**config.mk**
```make
export PLATFORM = sky130hd
export DESIGN_NAME = leiq_ctrl
export DESIGN_NICKNAME = d
export VERILOG_FILES = /design/src/design/leiq_pkg.sv /design/src/design/leiq_ctrl.sv
export SDC_FILE = /design/constraint.sdc
export NUM_CORES = 1
export LEC_CHECK = 0
export ABC_AREA = 0
export BUFFER_PORTS_ARGS = -buffer_cell sky130_fd_sc_hd__buf_2
export CAP_MARGIN = 20
export CORE_AREA = 2 2 39 41
export DETAILED_ROUTE_END_ITERATION = 7
export DIE_AREA = 0 0 41 43
export PLACE_DENSITY = 0.57
export SETUP_SLACK_MARGIN = 0.02
export SKIP_LAST_GASP = 1
export SLEW_MARGIN = 40
export SYNTH_ARGS = -nofsm -noshare
export SYNTH_HDL_FRONTEND = slang
export SYNTH_SLANG_ARGS = --single-unit
```
**constraint.sdc**
```tcl
create_clock -name clk -period 2.4 [get_ports clk]
set_input_delay 0.12 -clock clk [delete_from_list [all_inputs] [get_ports clk]]
set_output_delay 0.12 -clock clk [all_outputs]
set_load 0.005 [all_outputs]
```
**src/design/leiq_pkg.sv**
```systemverilog
// ----------------------------------------------------------------------------
// leiq_pkg
// Shared types and character codes for the line editor input queue.
// ----------------------------------------------------------------------------
`default_nettype none

package leiq_pkg;

  localparam int CHAR_W      = 8;
  localparam int OUT_TDATA_W = 16;
  localparam int OUT_TUSER_W = 2;

  localparam logic [CHAR_W-1:0] CH_NUL = 8'd0;
  localparam logic [CHAR_W-1:0] CH_BS  = 8'd8;
  localparam logic [CHAR_W-1:0] CH_LF  = 8'd10;
  localparam logic [CHAR_W-1:0] CH_CR  = 8'd13;

  // request kinds on in_tuser
  localparam logic CMD_KEY  = 1'b0;
  localparam logic CMD_READ = 1'b1;

  // controller -> datapath
  typedef struct packed {
    logic load;        // capture the incoming request
    logic clr_res;     // result: nothing happened
    logic append;      // append char to line, echo it
    logic back;        // drop last char, echo backspace
    logic rd_take;     // pop oldest queue byte at tail (or report empty)
    logic copy_start;  // reset copy counter
    logic copy;        // one step of the line-to-queue copy
    logic newline;     // push LF, clear line, echo LF
    logic post;        // move result to the output register
  } ctrl_cmd_t;

  // datapath -> controller
  typedef struct packed {
    logic is_read;
    logic ch_zero;
    logic ch_bs;
    logic ch_nl;
    logic line_empty;
    logic line_full;
    logic copy_done;
    logic out_free;
  } dp_status_t;

endpackage

`default_nettype wire

```
**src/design/leiq_ctrl.sv**
```systemverilog
// ----------------------------------------------------------------------------
// leiq_ctrl
// Sequencer: decodes a request and steps the datapath through it.
// ----------------------------------------------------------------------------
`default_nettype none

module leiq_ctrl (
  input  wire logic                 clk,
  input  wire logic                 rst_n,
  input  wire logic                 in_tvalid,
  output logic                      in_tready,
  input  wire leiq_pkg::dp_status_t sts,
  output leiq_pkg::ctrl_cmd_t       cmd
);

  import leiq_pkg::*;

  typedef enum logic [2:0] {
    S_IDLE,
    S_DECODE,
    S_RDATA,
    S_COPY,
    S_NEWLINE,
    S_FINISH
  } state_t;

  state_t state_r, state_nxt;

  assign in_tready = (state_r == S_IDLE);

  always_comb begin
    state_nxt = state_r;
    cmd       = '0;
    case (state_r)
      S_IDLE: begin
        if (in_tvalid) begin
          cmd.load  = 1'b1;
          state_nxt = S_DECODE;
        end
      end
      S_DECODE: begin
        if (sts.is_read) begin
          // queue RAM read of the tail is in flight
          state_nxt = S_RDATA;
        end else if (sts.ch_nl) begin
          cmd.copy_start = 1'b1;
          state_nxt      = S_COPY;
        end else if (sts.ch_zero) begin
          cmd.clr_res = 1'b1;
          state_nxt   = S_FINISH;
        end else if (sts.ch_bs) begin
          if (sts.line_empty) cmd.clr_res = 1'b1;
          else                cmd.back    = 1'b1;
          state_nxt = S_FINISH;
        end else begin
          if (sts.line_full) cmd.clr_res = 1'b1;
          else               cmd.append  = 1'b1;
          state_nxt = S_FINISH;
        end
      end
      S_RDATA: begin
        cmd.rd_take = 1'b1;
        state_nxt   = S_FINISH;
      end
      S_COPY: begin
        cmd.copy = 1'b1;
        if (sts.copy_done) state_nxt = S_NEWLINE;
      end
      S_NEWLINE: begin
        cmd.newline = 1'b1;
        state_nxt   = S_FINISH;
      end
      S_FINISH: begin
        if (sts.out_free) begin
          cmd.post  = 1'b1;
          state_nxt = S_IDLE;
        end
      end
      default: begin
        state_nxt = S_IDLE;
      end
    endcase
  end

  always_ff @(posedge clk) begin
    if (!rst_n) begin
      state_r <= S_IDLE;
    end else begin
      state_r <= state_nxt;
    end
  end

endmodule

`default_nettype wire

```
==> results of run 1 <==
-- synth_stat cells --
master	number
a211oi_1	1
a21oi_1	1
and2_1	1
and3b_1	1
buf_6	1
clkbuf_1	2
dfxtp_1	3
inv_1	1
nand2_1	1
nand3_1	1
nand4bb_1	2
nor2_1	4
nor2b_1	1
nor3_1	2
nor3b_1	2
nor3b_2	1
nor4_1	1
o2111a_1	1
o211a_1	1
o21a_1	1
o22ai_1	1
o41ai_1	1
or2b_1	1
or3b_2	1
or3b_4	1
or4_1	1
or4_4	1
-- per-layer routing --
metal,track usage,vias to the layer above,wire [µm]
met5,0,-,0
met4,0.0800,0,19
met3,0.0157,2,62
met2,0.144,14,327
met1,0.0769,159,301
li1,-,181,-
-- stage by stage --
step	worst slack, ns	power, mW
floorplan	0.870	0.174
global placement	0.662	0.208
detailed placement	0.628	0.209
CTS	0.369	0.303
global route	0.274	0.319
finish	0.392	0.296
-- kinds of logic after synthesis --
kind of cell / count (synthesis) / share of synthesized area
buffers and inverters: 4 / 0.0759
flip-flops: 3 / 0.203
AO/OA/AOI/OAI: 7 / 0.190
AND/OR/NAND/NOR: 22 / 0.532
-- where the power goes --
group | total (mW) | internal (mW) | switching, mW
combinational | 0.116 | 0.0665 | 0.0495
sequential | 0.0910 | 0.0627 | 0.0283
clock | 0.0887 | 0.0623 | 0.0264
-- area by class of cell --
type | instances | area [µm²]
fill | 161 | 960
timing repair buffer | 20 | 100
clock buffer | 4 | 26.3
multi-input combinational | 29 | 214
inverter | 1 | 3.75
sequential | 3 | 60.1
tap | 16 | 20.0
-- worst paths after layout --
| kind | startpoint | slack (ns) | depth (start not counted) | endpoint |
|---|---|---|---|---|
| min | rst_n | 0.15 | 2 | state_r[0] |
| min reg2reg | state_r[2] | 0.64 | 1 | state_r[2] |
| max reg2reg | state_r[0] | 0.98 | 3 | state_r[1] |
| max | state_r[0] | 0.39 | 4 | cmd[5] |
==> results.py, run 1 <==
metrics = {
    "timing": {
        "finalSetupViolCount": 0,
        "timing_max_transition_violations_final": 0,
        "setup_tns_ns": 0,
        "final_worst_path_period_share": 0.836,
        "rsz_0062_raised_after_global_routing": "false",
        "max_slew_margin_vs_limit": 0.787,
        "timing.final.hold_violations": 0,
        "hold_ws_ns": 0.151,
        "skew_ns": 0.000770,
        "worst_pin_slew_ns": 0.319,
        "clock.fmax_mhz": 498,
        "period_needed_ns": 2.01,
    },
    "die": {
        "boundaryPins": 21,
        "die_height_um": 43,
        "die-width_um": 41,
        "placeableCoreArea_um2": 1380,
        "placement_row_count": 14,
        "start_util": 0.214,
        "total_die_area_um2": 1760,
    },
    "final_layout": {
        "final_design_area_no_fill_um2": 424,
        "top_register_by_number_of_flip_flops": "state_r",
        "reg_top3": "state_r: 3 flops",
        "layout.cells.most_common": "buf_2",
        "diodes": 0,
        "final_nets": 69,
        "mostFrequentLayoutCells": "buf_2, nor2_1, clkbuf_4, dfxtp_1",
        "flip_flop_count_of_the_largest_register_all_copies_and_words_added": 3,
        "postLayoutCoreUtil": 0.307,
        "share_of_cells_above_drive_strength_1": 0.474,
        "fin_cells": 73,
        "synthToLayoutAreaGrowth_pct": 43.0,
    },
    "power": {
        "ir_worst_vdd_mv": 0.222,
        "power.leakage_nw": 0.205,
        "pwr_density_cell_nw_per_um2": 697,
    },
    "detailed_routing": {
        "avgViaCountPerCell": 4.88,
        "post-route-drc-count": 0,
        "detailroute.via_count": 356,
        "antenna_left": 0,
        "firstDrtPassIters": 5,
        "wl_per_cell_um": 9.73,
        "detailedRoute.firstIterationViolations": 8,
        "route.final.wire_length_um": 710,
    },
    "setup_path": {
        "crit_family": "simple AND/OR/NAND/NOR gates",
        "cp_max_fo": 12,
        "crit_arrival_ns": 1.89,
        "crit_required_ns": 2.28,
        "worstPathCellList": "or3b_4 -> or4_4 -> nor3b_2 -> buf_2",
        "timing.critical_path.to_type": "output pin",
        "worst-path-buf-inv": 1,
        "timing.critical_path.from_type": "flip-flop",
        "crit_type": "flip-flop to output pin",
        "max_stage_delay_ns": 0.50,
        "cpMaxStageDelayCell": "dfxtp_1",
    },
    "cts": {
        "register_clock_pin_slew_on_the_reported_worst_setup_and_hold_paths_ns": 0.04,
        "cts-hold-fix-buffers": 0,
        "tritoncts": "built",
        "clkLatencyLatePin_ns": 0.23,
        "cts_root_buf": "clkbuf_4",
        "clock_sinks": 3,
        "cts_buffers": 3,
        "number_of_h_tree_branching_levels": 1,
        "maximum_buffer_depth_of_the_clock_tree": 2,
        "post-cts-setup-buffers": 0,
        "ctsResizeCount": 0,
    },
    "placed_design": {
        "dp_hpwl_um": 564,
        "detailed_place.area_um2": 398,
        "last_weighted_congestion_value_of_the_routability_driven_placer": 0.740,
        "placed_instance_count": 69,
        "port_buffers": 20,
    },
    "synthesis": {
        "synth.net_count": 47,
        "synth_area_per_cell_um2": 8.24,
        "synth_top_cells_by_area": "dfxtp_1, nand4bb_1, nor2_1",
        "syn_area_um2": 297,
        "yosys_warnings": 0,
        "synth.yosys.seq_area_share": 0.203,
        "post_synth_inst_count": 36,
        "yosysUniqueCellTypes": 27,
        "netlist.area_leader.share": 0.203,
        "post-synth-top-area-cell": "dfxtp_1",
        "ys_seq_elements": 3,
    },
    "global_routing": {
        "grt_pass1_wl_um": 1010,
        "via_count_of_the_first_global_routing_pass": 305,
        "globalRouteTotalUtil": 0.0853,
        "grt_remaining_overflow": 0,
        "grt_start_max_net_pins": 13,
        "antenna_violations_before_repair": 0,
    },
    "hold_path": {
        "min-delay-path-class": "primary input to flip-flop",
    },
    "job": {
        "timing.max_cap.violations": 0,
    },
    "outcome": {
        "outcome": "completed",
    },
}
Note: power is estimated with default switching activity, not from simulation.
==> inputs of run 2 (changes only) <==
clock period = 2.1 ns   (was 2.4 ns; I/O delays follow)
==> results.py, run 2 (synthesis gave the netlist of run 1 again) <==
metrics = {
    "detailed_routing": {
        "avgViaCountPerCell": 4.72,
        "wl_met1_um": 295,
        "post-route-drc-count": 0,
        "routed.top_layer": "met3",
        "firstDrtPassIters": 4,
        "wl_met3_um": 79,
        "antenna_left": 0,
        "wl_per_cell_um": 9.78,
        "met2_wirelength_um": 349,
        "route.final.wire_length_um": 724,
        "detailroute.via_count": 349,
        "detailedRoute.firstIterationViolations": 4,
    },
    "timing": {
        "clock.fmax_mhz": 534,
        "rsz_0062_raised_after_global_routing": "false",
        "post-route-worst-setup-slack_ns": 0.226,
        "timing_max_transition_violations_final": 0,
        "timing.final.hold_violations": 0,
        "max_slew_margin_vs_limit": 0.803,
        "worst_pin_slew_ns": 0.295,
        "finalSetupViolCount": 0,
        "setup_tns_ns": 0,
        "period_needed_ns": 1.87,
        "final_worst_path_period_share": 0.892,
        "skew_ns": 0.00149,
    },
    "final_layout": {
        "share_of_cells_above_drive_strength_1": 0.483,
        "fin_cells": 74,
        "mostFrequentLayoutCells": "buf_2, nor2_1, clkbuf_4, dfxtp_1",
        "final_nets": 70,
        "reg_top3": "state_r: 3 flops",
        "flip_flop_count_of_the_largest_register_all_copies_and_words_added": 3,
        "synthToLayoutAreaGrowth_pct": 45.6,
        "final_design_area_no_fill_um2": 432,
        "diodes": 0,
        "top_register_by_number_of_flip_flops": "state_r",
        "fillCellCount": 165,
        "postLayoutCoreUtil": 0.312,
        "layout.cells.most_common": "buf_2",
    },
    "global_routing": {
        "antenna_violations_before_repair": 0,
        "via_count_of_the_first_global_routing_pass": 298,
        "grt_start_max_net_pins": 12,
        "grt_pass1_wl_um": 1160,
        "globalRouteTotalUtil": 0.103,
        "grt_remaining_overflow": 0,
    },
    "setup_path": {
        "timing.critical_path.to_type": "output pin",
        "cpMaxStageDelayCell": "or3b_4",
        "crit_required_ns": 2.00,
        "regToRegStartpoint": "state_r[0]",
        "crit_type": "flip-flop to output pin",
        "ff2ff_setup_slack_ns": 0.66,
        "crit_arrival_ns": 1.77,
        "cp_max_fo": 10,
        "crit_start": "state_r[2]",
        "worstPathCellList": "or3b_4 -> or4_4 -> nor3_1 -> buf_2",
        "timing.critical_path.from_type": "flip-flop",
        "max_stage_delay_ns": 0.44,
    },
    "cts": {
        "number_of_h_tree_branching_levels": 1,
        "clkLatencyLatePin_ns": 0.23,
        "ctsResizeCount": 0,
        "maximum_buffer_depth_of_the_clock_tree": 2,
        "cts_root_buf": "clkbuf_4",
        "cts-hold-fix-buffers": 0,
        "clock_sinks": 3,
        "register_clock_pin_slew_on_the_reported_worst_setup_and_hold_paths_ns": 0.04,
        "cts_buffers": 3,
        "tritoncts": "built",
        "post-cts-setup-buffers": 0,
    },
    "placed_design": {
        "dp_hpwl_um": 575,
        "placement.setup.worst_slack_ns": 0.480,
        "port_buffers": 20,
        "placed_instance_count": 70,
        "detailed_place.area_um2": 405,
        "last_weighted_congestion_value_of_the_routability_driven_placer": 0.733,
    },
    "hold_path": {
        "worstHoldStart": "rst_n",
        "min-delay-path-class": "primary input to flip-flop",
    },
    "die": {
        "boundaryPins": 21,
        "die-width_um": 41,
        "die_height_um": 43,
        "total_die_area_um2": 1760,
        "placement_row_count": 14,
        "placeableCoreArea_um2": 1380,
        "start_util": 0.214,
    },
    "job": {
        "timing.max_cap.violations": 0,
    },
    "power": {
        "power.leakage_nw": 0.210,
        "pwr_density_cell_nw_per_um2": 796,
        "ir_worst_vdd_mv": 0.263,
    },
    "outcome": {
        "outcome": "completed",
    },
}
-- run 2: per-stage QoR --
step	hold slack, ns	power [mW]
after floorplan	0.233	0.199
after global placement	0.381	0.244
after detailed placement	0.387	0.245
after CTS	0.143	0.352
after global routing	0.154	0.384
final	0.144	0.344
-- run 2: final cells by class --
type	count	area, µm²	area share
multi-input combinational	29	214	0.496
inverter	1	3.75	0.00870
tap	16	20.0	0.0464
timing repair buffer	21	108	0.249
sequential	3	60.1	0.139
clock buffer	4	26.3	0.0609
-- run 2: worst max-delay path, delay by kind of cell, from the launching register on --
| kind | cells | cell delay (ns) |
|---|---|---|
| flip-flops | 1 | 0.37 |
| buffers and inverters | 1 | 0.14 |
| AND/OR/NAND/NOR | 3 | 1.02 |
-- run 2: worst paths after layout --
path / endpoint / cells past startpoint
max: cmd[6] / 4
min: state_r[0] / 2
max reg2reg: state_r[1] / 4
min reg2reg: state_r[2] / 1
-- run 2: per-layer routing --
| layer | GRT usage | vias up |
|---|---|---|
| met3 | 0.0628 | 0 |
| li1 | - | 181 |
| met2 | 0.147 | 16 |
| met1 | 0.103 | 152 |
| met5 | 0 | - |
| met4 | 0.0800 | 0 |
-- run 2: where the power goes --
group / switching (mW) / internal, mW / total (mW) / leakage [nW]
Sequential: 0.0231 / 0.0716 / 0.0946 / 0.0248
Clock: 0.0294 / 0.0712 / 0.101 / 0.0150
Combinational: 0.0668 / 0.0817 / 0.149 / 0.170
Total: 0.119 / 0.224 / 0.344 / 0.210
==> inputs of run 3 (changes only) <==
CTS_BUF_LIST = sky130_fd_sc_hd__clkbuf_16   (was unset)
==> results.py, run 3 (synthesis gave the netlist of run 1 again) <==
metrics = {
    "timing": {
        "setup_tns_ns": 0,
        "worst_pin_slew_ns": 0.296,
        "clock.fmax_mhz": 538,
        "rsz_0062_raised_after_global_routing": "false",
        "period_needed_ns": 1.86,
        "timing.final.hold_violations": 0,
        "final_worst_path_period_share": 0.886,
        "skew_ns": 0.000572,
        "finalSetupViolCount": 0,
        "post-route-worst-setup-slack_ns": 0.240,
        "timing_max_transition_violations_final": 0,
        "hold_ws_ns": 0.153,
        "max_slew_margin_vs_limit": 0.802,
    },
    "cts": {
        "maximum_buffer_depth_of_the_clock_tree": 2,
        "cts-hold-fix-buffers": 0,
        "tritoncts": "built",
        "clock_sinks": 3,
        "number_of_h_tree_branching_levels": 1,
        "cts_buffers": 3,
        "clkLatencyLatePin_ns": 0.22,
        "post-cts-setup-buffers": 0,
        "register_clock_pin_slew_on_the_reported_worst_setup_and_hold_paths_ns": 0.03,
        "ctsResizeCount": 0,
        "cts_root_buf": "clkbuf_16",
    },
    "placed_design": {
        "port_buffers": 20,
        "dp_hpwl_um": 575,
        "placement.setup.worst_slack_ns": 0.480,
        "last_weighted_congestion_value_of_the_routability_driven_placer": 0.733,
        "detailed_place.area_um2": 405,
    },
    "power": {
        "power.leakage_nw": 0.237,
        "ir_worst_vdd_mv": 0.591,
        "pwr_density_cell_nw_per_um2": 1110,
    },
    "setup_path": {
        "ff2ff_path_depth": 4,
        "regToRegStartpoint": "state_r[0]",
        "ff2ff_setup_slack_ns": 0.66,
        "crit_type": "flip-flop to output pin",
        "crit_arrival_ns": 1.75,
        "timing.critical_path.to_type": "output pin",
        "timing.critical_path.from_type": "flip-flop",
        "cp_max_fo": 10,
        "r2r-end": "state_r[1]",
        "crit_required_ns": 2.00,
    },
    "hold_path": {
        "hold-path-endpoint": "state_r[0]",
        "min-delay-path-class": "primary input to flip-flop",
        "worstHoldStart": "rst_n",
        "worst_hold_path.num_cells": 2,
    },
    "final_layout": {
        "top_register_by_number_of_flip_flops": "state_r",
        "diodes": 0,
        "share_of_cells_above_drive_strength_1": 0.483,
        "final_design_area_no_fill_um2": 484,
        "reg_top3": "state_r: 3 flops",
        "synthToLayoutAreaGrowth_pct": 63.3,
        "final_nets": 70,
        "postLayoutCoreUtil": 0.350,
        "flip_flop_count_of_the_largest_register_all_copies_and_words_added": 3,
        "mostFrequentLayoutCells": "buf_2, nor2_1, clkbuf_16, dfxtp_1",
        "layout.cells.most_common": "buf_2",
    },
    "die": {
        "die_height_um": 43,
        "die-width_um": 41,
        "start_util": 0.214,
        "placement_row_count": 14,
        "placeableCoreArea_um2": 1380,
        "boundaryPins": 21,
        "total_die_area_um2": 1760,
    },
    "outcome": {
        "outcome": "completed",
    },
    "detailed_routing": {
        "detailedRoute.firstIterationViolations": 5,
        "post-route-drc-count": 0,
        "routed.top_layer": "met3",
        "wl_met1_um": 309,
        "wl_met3_um": 65,
        "antenna_left": 0,
        "detailroute.via_count": 346,
        "avgViaCountPerCell": 4.68,
        "wl_per_cell_um": 9.69,
        "route.final.wire_length_um": 717,
        "firstDrtPassIters": 4,
        "met2_wirelength_um": 342,
    },
    "global_routing": {
        "grt_pass1_wl_um": 1090,
        "antenna_violations_before_repair": 0,
        "globalRouteTotalUtil": 0.0943,
        "via_count_of_the_first_global_routing_pass": 291,
        "grt_remaining_overflow": 0,
        "grt_start_max_net_pins": 12,
    },
    "job": {
        "timing.max_cap.violations": 0,
    },
}
run 3: cell count changes in the layout (fill, tap and decap cells not counted), sizes merged:
cell	previous run	this run
inv	1	2
clkbuf	4	3
run 3: final cells by class:
cell class / count / area [µm²]
Tap cell: 16 / 20.0
Fill cell: 163 / 900
Sequential cell: 3 / 60.1
Inverter: 1 / 3.75
Clock buffer: 3 / 75.1
Multi-Input combinational cell: 29 / 214
Clock inverter: 1 / 3.75
Timing Repair Buffer: 21 / 108
run 3: metal layers:
layer / vias to the layer above / global-route usage
met2: 14 / 0.150
met4: 0 / 0.0600
li1: 182 / -
met1: 150 / 0.0897
met3: 0 / 0.0471
met5: - / 0
run 3: how the worst max path moves through the flow:
stage,from,end,slack (ns),cells after the start
detailed placement,state_r[2],cmd[5],0.48,4
global route,state_r[1],cmd[6],0.15,4
CTS,state_r[2],cmd[5],0.24,4
floorplan,state_r[2],cmd[6],0.58,4
global placement,state_r[2],cmd[5],0.50,4
finish,state_r[2],cmd[6],0.24,4
run 3: critical path, cell delays in order, from the launching register on:
cell and delay (ns):
dfxtp_1 0.37, or3b_4 0.44, or4_4 0.43, nor3_1 0.15, buf_2 0.14
run 3: per-stage QoR:
step / power [mW] / std cells
6_report: 0.536 / 74
3_5_place_dp: 0.245 / 70
3_3_place_gp: 0.244 / 70
4_1_cts: 0.544 / 74
2_1_floorplan: 0.199 / 36
5_1_grt: 0.574 / 74
run 3: report_power, final:
part	switching [mW]	internal (mW)	total [mW]	leakage, nW
registers	0.0231	0.0717	0.0948	0.0248
clock network	0.0477	0.245	0.293	0.0423
logic	0.0669	0.0817	0.149	0.170
total	0.138	0.399	0.536	0.237
